<file path="config.mk">
export PLATFORM = sky130hd
export DESIGN_NAME = lruc_cell
export DESIGN_NICKNAME = d
export VERILOG_FILES = /design/src/sv/lruc_pkg.sv /design/src/sv/lruc_cell.sv
export SDC_FILE = /design/constraint.sdc
export NUM_CORES = 1
export LEC_CHECK = 0
export ABC_AREA = 1
export BUFFER_PORTS_ARGS = -buffer_cell sky130_fd_sc_hd__buf_2
export CORE_MARGIN = 5
export CORE_UTILIZATION = 30
export CTS_CLUSTER_DIAMETER = 40
export CTS_CLUSTER_SIZE = 28
export DETAILED_ROUTE_END_ITERATION = 8
export SYNTH_ARGS = -nofsm -noshare
export SYNTH_HDL_FRONTEND = slang
export SYNTH_SLANG_ARGS = --single-unit
</file>
<file path="constraint.sdc">
create_clock -name clk -period 4 [get_ports clk]
set_input_delay 0.8 -clock clk [delete_from_list [all_inputs] [get_ports clk]]
set_output_delay 0.8 -clock clk [all_outputs]
set_load 0.005 [all_outputs]
</file>
<file path="src/sv/lruc_pkg.sv">
// shared types and constants for the reuse-count admission unit
`default_nettype none
package lruc_pkg;

  localparam int KEY_W    = 64;
  localparam int OUT_CNT_W = 16;
  localparam int THR_W    = 16;
  localparam int LIM_W    = 7;
  localparam int CFG_IDX_W = 1;

  localparam logic [OUT_CNT_W-1:0] OUT_CNT_MAX = 16'hFFFF;
  localparam logic [THR_W-1:0]     TRACK_MIN   = 16'd2;
  localparam logic [THR_W-1:0]     THR_RESET   = 16'd1;
  localparam logic [LIM_W-1:0]     LIM_RESET   = 7'd64;

  localparam logic [CFG_IDX_W-1:0] CFG_ADMIT_THR     = 1'b0;
  localparam logic [CFG_IDX_W-1:0] CFG_TRACKER_LIMIT = 1'b1;

  localparam logic FUNC_LOOKUP = 1'b0;
  localparam logic FUNC_STORE  = 1'b1;

  typedef struct packed {
    logic             func;
    logic [KEY_W-1:0] key;
  } lruc_in_t;

  typedef struct packed {
    logic [OUT_CNT_W-1:0] count;
    logic                 admit;
    logic                 dropped_oldest;
  } lruc_out_t;

  // per-cycle command broadcast to every cell of the chain
  typedef struct packed {
    logic shift_all;
    logic shift_hit;
    logic wr_en;
  } lruc_ctl_t;

endpackage
`default_nettype wire

</file>
<file path="src/sv/lruc_cell.sv">
// one slot of the recency chain: key, count, compare and shift logic
`default_nettype none
module lruc_cell import lruc_pkg::*; #(
  parameter int IDX        = 0,
  parameter int KEY_BITS   = 64,
  parameter int COUNT_BITS = 16,
  parameter int OCC_W      = 7,
  parameter int IDX_W      = 6
) (
  input  wire logic                  clk,
  input  wire logic [OCC_W-1:0]      occ,
  input  wire logic [KEY_BITS-1:0]   req_key,
  input  wire lruc_ctl_t             ctl,
  input  wire logic [IDX_W-1:0]      wr_idx,
  input  wire logic [COUNT_BITS-1:0] wr_cnt,
  input  wire logic [KEY_BITS-1:0]   nb_key,
  input  wire logic [COUNT_BITS-1:0] nb_cnt,
  input  wire logic                  below_in,
  output logic                       below_out,
  input  wire logic [COUNT_BITS-1:0] acc_in,
  output logic [COUNT_BITS-1:0]      acc_out,
  output logic [KEY_BITS-1:0]        key_q,
  output logic [COUNT_BITS-1:0]      cnt_q
);

  logic [KEY_BITS-1:0]   key_r, key_nxt;
  logic [COUNT_BITS-1:0] cnt_r, cnt_nxt;
  logic                  match_r, match_nxt;
  logic                  live;
  logic                  take_nb;
  logic                  wr_here;

  assign live      = OCC_W'(IDX) < occ;
  assign match_nxt = live && (key_r == req_key);

  // a hit at or below this slot pulls the upper entries down by one
  assign below_out = below_in | match_r;
  assign acc_out   = acc_in | (match_r ? cnt_r : '0);

  assign take_nb = ctl.shift_all | (ctl.shift_hit & below_out);
  assign wr_here = ctl.wr_en && (wr_idx == IDX_W'(IDX));

  always_comb begin
    key_nxt = key_r;
    cnt_nxt = cnt_r;
    if (wr_here) begin
      key_nxt = req_key;
      cnt_nxt = wr_cnt;
    end else if (take_nb) begin
      key_nxt = nb_key;
      cnt_nxt = nb_cnt;
    end
  end

  always_ff @(posedge clk) begin
    key_r   <= key_nxt;
    cnt_r   <= cnt_nxt;
    match_r <= match_nxt;
  end

  assign key_q = key_r;
  assign cnt_q = cnt_r;

endmodule
`default_nettype wire

</file>
* Yosys cells after proc, flatten, opt, wreduce, memory -nomap -nowiden
Index checks and enable logic that the tools add are counted.
** Storage, ports and cells
- Register bits :: 81
- Logic and storage cells :: 18
- Output and inout bits :: 97
- Bits of input ports :: 194
** Cells by class
- Mux-type cells :: 5
- Reduce and logical (&&, ||, !) cells :: 4
- Order comparisons :: 1
- Bitwise logic cells :: 4
- Equality and inequality tests :: 1
** Operators by type and width (number)
- $mux W64 :: 2
- $eq A64 B64 Y1 :: 1
- $mux W16 :: 3
- $or A16 B16 Y16 :: 1
- $lt A1 B7 Y1 const A :: 1
- $logic_not A6 Y1 :: 1
- $logic_and A1 B1 Y1 :: 2
- $or A1 B1 Y1 :: 2
- $reduce_bool A2 Y1 :: 1
- $and A1 B1 Y1 :: 1

* Depth between registers and ports, before layout
- Word-level depth :: 5
- Depth in mapped cells :: 10
- Gate-level depth less buffers :: 10

* Worst setup path before layout
No wires, ideal clock.
- Kind :: input port to flip-flop
- Start :: input wr_idx[1]
- End :: register cnt_r[0], in the netlist cnt_q[0] (enable)
- Required time :: 3560 ps
- Data arrival time :: 3184 ps
- Library setup time :: 440 ps
- Setup slack :: 375 ps
- Buffers on the path :: 1
- Stages on the path :: 4
- Path through :: nor4_2 > nand3_2 > clkbuf_1 > nand2_1
** Between the ends
- Cells in the longest elaborated chain, start to end :: 3
** Ends and longest elaborated chain
- start: declaration :: line lruc_cell.sv:14 : input wire logic [IDX_W-1:0] wr_idx,
- $logic_not A6 Y1 :: line lruc_cell.sv:41 : assign wr_here = ctl.wr_en && (wr_idx == IDX_W'(IDX));
- $logic_and A1 B1 Y1 :: line lruc_cell.sv:41
- $reduce_bool A2 Y1 (no source line)
- end signal: assignment :: line lruc_cell.sv:57 : cnt_r <= cnt_nxt;
- end: declaration :: line lruc_cell.sv:27 : logic [COUNT_BITS-1:0] cnt_r, cnt_nxt;
No other way between the ends.
A chain may end at the register's enable or synchronous reset.

* Worst setup path in the final report
- Start :: register match_r
- End :: output below_out
** Between the ends
- Cells in the longest elaborated chain, start to end :: 1
** Ends and longest elaborated chain
- start: declaration :: line lruc_cell.sv:28 : logic match_r, match_nxt;
- start signal: assignment :: line lruc_cell.sv:58 : match_r <= match_nxt;
- $or A1 B1 Y1 :: line lruc_cell.sv:37 : assign below_out = below_in | match_r;
- end: declaration :: line lruc_cell.sv:19 : output logic below_out,
No other way between the ends.

==> results.ini <==
[yosys]
synth_compound_area_share_pct=11.64
yosysUniqueCellTypes=21
synth_top_family_by_area=simple AND/OR/NAND/NOR gates
seq_area_frac_synth_pct=52.16
synth-seq-cells=81
synth_area_per_cell_um2=8.897
yosysWarningCount=0
muxShareOfSynthArea_pct=0
synthXorXnorAreaFrac_pct=9.429
netlist_area_mm2=0.004644
synthSimpleGateAreaFrac_pct=15.36
synth_fa_ha_area_share_pct=0
synthesis.nets=716
synth_cells=522

[cts]
cts_resized=0
cts_buffers=9
cts-root-buf=clkbuf_16
cts-hold-fix-buffers=0
cts_tree=yes
clk_transition_reported_paths_ns=0.06
cts_max_level=3
cts_setup_buffers=0
cts_buffer_depth=2
clkSinkCount=81
insertion_delay_ns=0.33

[timing]
setup_violations=0
finalHoldViolCount=0
setup_tns_ns=0
skew_ns=0.003603
slew_headroom_pct=49.90
drv_slew=0
fmax_mhz=453.2
tightest_slew_ns=0.7515
fin_ws_ns=1.793
post-route-period-util_pct=55.17
rsz0062_at_grt=false
period_needed_ns=2.207

[die]
ioPinCount=291
start_util_pct=30.55
rows=45
fp.dieH_um=134.4
coreArea_mm2=0.01520
die_area_mm2=0.01807
dieWidth_um=134.4

[critical_path]
start_kind=flip-flop
worstSetupEndpointType=output pin
r2r-start=match_r$_DFF_P_
rr_worst_depth=4
critPathRequiredTime_ns=3.20
crit_type=flip-flop to output pin
r2r_slack_ns=1.94
regToRegEndpoint=key_q[11]$_DFFE_PP_
critical_path_arrival_ns=1.41
endpoint=below_out
worst-path-max-fanout=17
crit_start=match_r$_DFF_P_

[grt]
grt_start_max_net_pins=161
antenna_found_initial=0
grt_usage_pct=15.09
grt_pass1_wl_mm=21.45
grt-ovfl-total=0
grt_pass1_vias=4298

[routing]
wire_per_inst_um=14.04
drtPass1Iterations=5
routed_via_density=4.183
antenna_left=0
dr_total_vias=4179
wl_mm=14.02
drtIter0Drc=139
drc=0

[status]
status=finished clean

[power]
total_power_mw=2.309
vdd_drop_max_mv=0.1750
p_per_area_mw_per_mm2=355.5
total_leakage_power_nw=3.458

[cells_and_area]
area_growth_pct=39.84
antenna_cells=0
drive_gt1_share_pct=38.35
final_util_pct=42.72
finalNetCount=1000
fin_cells=999

[worst_hold_path]
hold_path.class=flip-flop to flip-flop

[flow_run]
maxCapViolations=0

[place]
portBuffers=290
dp.cells=983
place_ws_ns=1.538
dp_hpwl_mm=11.26
gp_congestion=0.8000

[worst min path at each step]
stage / start / end / slack [ns] / depth (start not counted)
after floorplan: key_q[46]$_DFFE_PP_ / match_r$_DFF_P_ / 0.65 / 5
after global placement: key_q[30]$_DFFE_PP_ / match_r$_DFF_P_ / 0.74 / 5
after detailed placement: key_q[37]$_DFFE_PP_ / match_r$_DFF_P_ / 0.73 / 5
after CTS: nb_key[43] / key_q[43]$_DFFE_PP_ / 0.73 / 3
after global routing: nb_key[58] / key_q[58]$_DFFE_PP_ / 0.75 / 3
final: key_q[37]$_DFFE_PP_ / match_r$_DFF_P_ / 0.71 / 5
[registers in the layout (all words and copies together), names as in the netlist]
| name | cells |
|---|---|
| key_q | 64 |
| match_r | 1 |
| cnt_q | 16 |
[layer usage]
layer | track usage [%] | wire [µm]
met1 | 18.62 | 6010
met2 | 25.31 | 6776
met3 | 4.089 | 957
met4 | 5.600 | 280
met5 | 0 | 0
[cells by family after synthesis]
group	after synthesis
compound gates	97
buf+inv	115
simple gates	179
flops	81
xor+xnor	50
[synthesized netlist by cell type]
cell type	number	share of area, %
edfxtp_1	80	52
buf_8	1	0.32
nand4_1	7	0.94
and3_1	1	0.13
clkbuf_1	9	0.73
xnor2_1	50	9.4
o21ai_2	4	0.75
nor3_1	1	0.11
a21oi_1	1	0.11
nor4_2	1	0.27
clkbuf_8	8	2.4
buf_6	1	0.24
nand3_2	1	0.22
nand2_1	145	12
or2_2	1	0.13
dfxtp_1	1	0.43
nand3_1	2	0.22
o21ai_1	76	8.2
inv_1	96	7.8
nor2_1	20	1.6
a21o_1	16	2.6
[stage by stage]
step / instance area, µm² / hold WS [ns]
floorplan: 4644 / 0.6477
detailed placement: 6216 / 0.7333
finish: 6495 / 0.7054
global placement: 6216 / 0.7380
global route: 6495 / 0.7496
CTS: 6495 / 0.7320
[worst max-delay path, cell delays in order, from the launching register on]
cell and delay [ns]:
dfxtp_1 0.72, or2_2 0.23, buf_2 0.12
[cell type report]
class | instances | area [µm²]
clock buffers | 11 | 232.7
clock inverters | 5 | 46.29
fillers | 1572 | 8707
inverters | 96 | 360.3
multi-input cells | 326 | 1707
flip-flops and latches | 81 | 2422
well taps | 188 | 235.2
repair buffers | 292 | 1491
[layout by cell type (no fill, tap or decap), drive strengths merged]
master,netlist,routed
buf,2,292
nand2,145,145
inv,96,96
edfxtp,80,80
o21ai,80,80
xnor2,50,50
nor2,20,20
a21o,16,16
clkbuf,17,11
nand4,7,7
clkinv,0,4
nand3,3,3
nor4,1,1
or2,1,1
a21oi,1,1
nor3,1,1
and3,1,1
bufinv,0,1
dfxtp,1,1
[power breakdown]
| group | internal, mW | total [mW] | switching [mW] |
|---|---|---|---|
| combinational | 0.224 | 0.423 | 0.199 |
| clock | 0.477 | 0.794 | 0.317 |
| sequential | 1.03 | 1.09 | 0.0572 |
| total | 1.74 | 2.31 | 0.573 |
No activity file was read; power rests on OpenSTA's default activity.
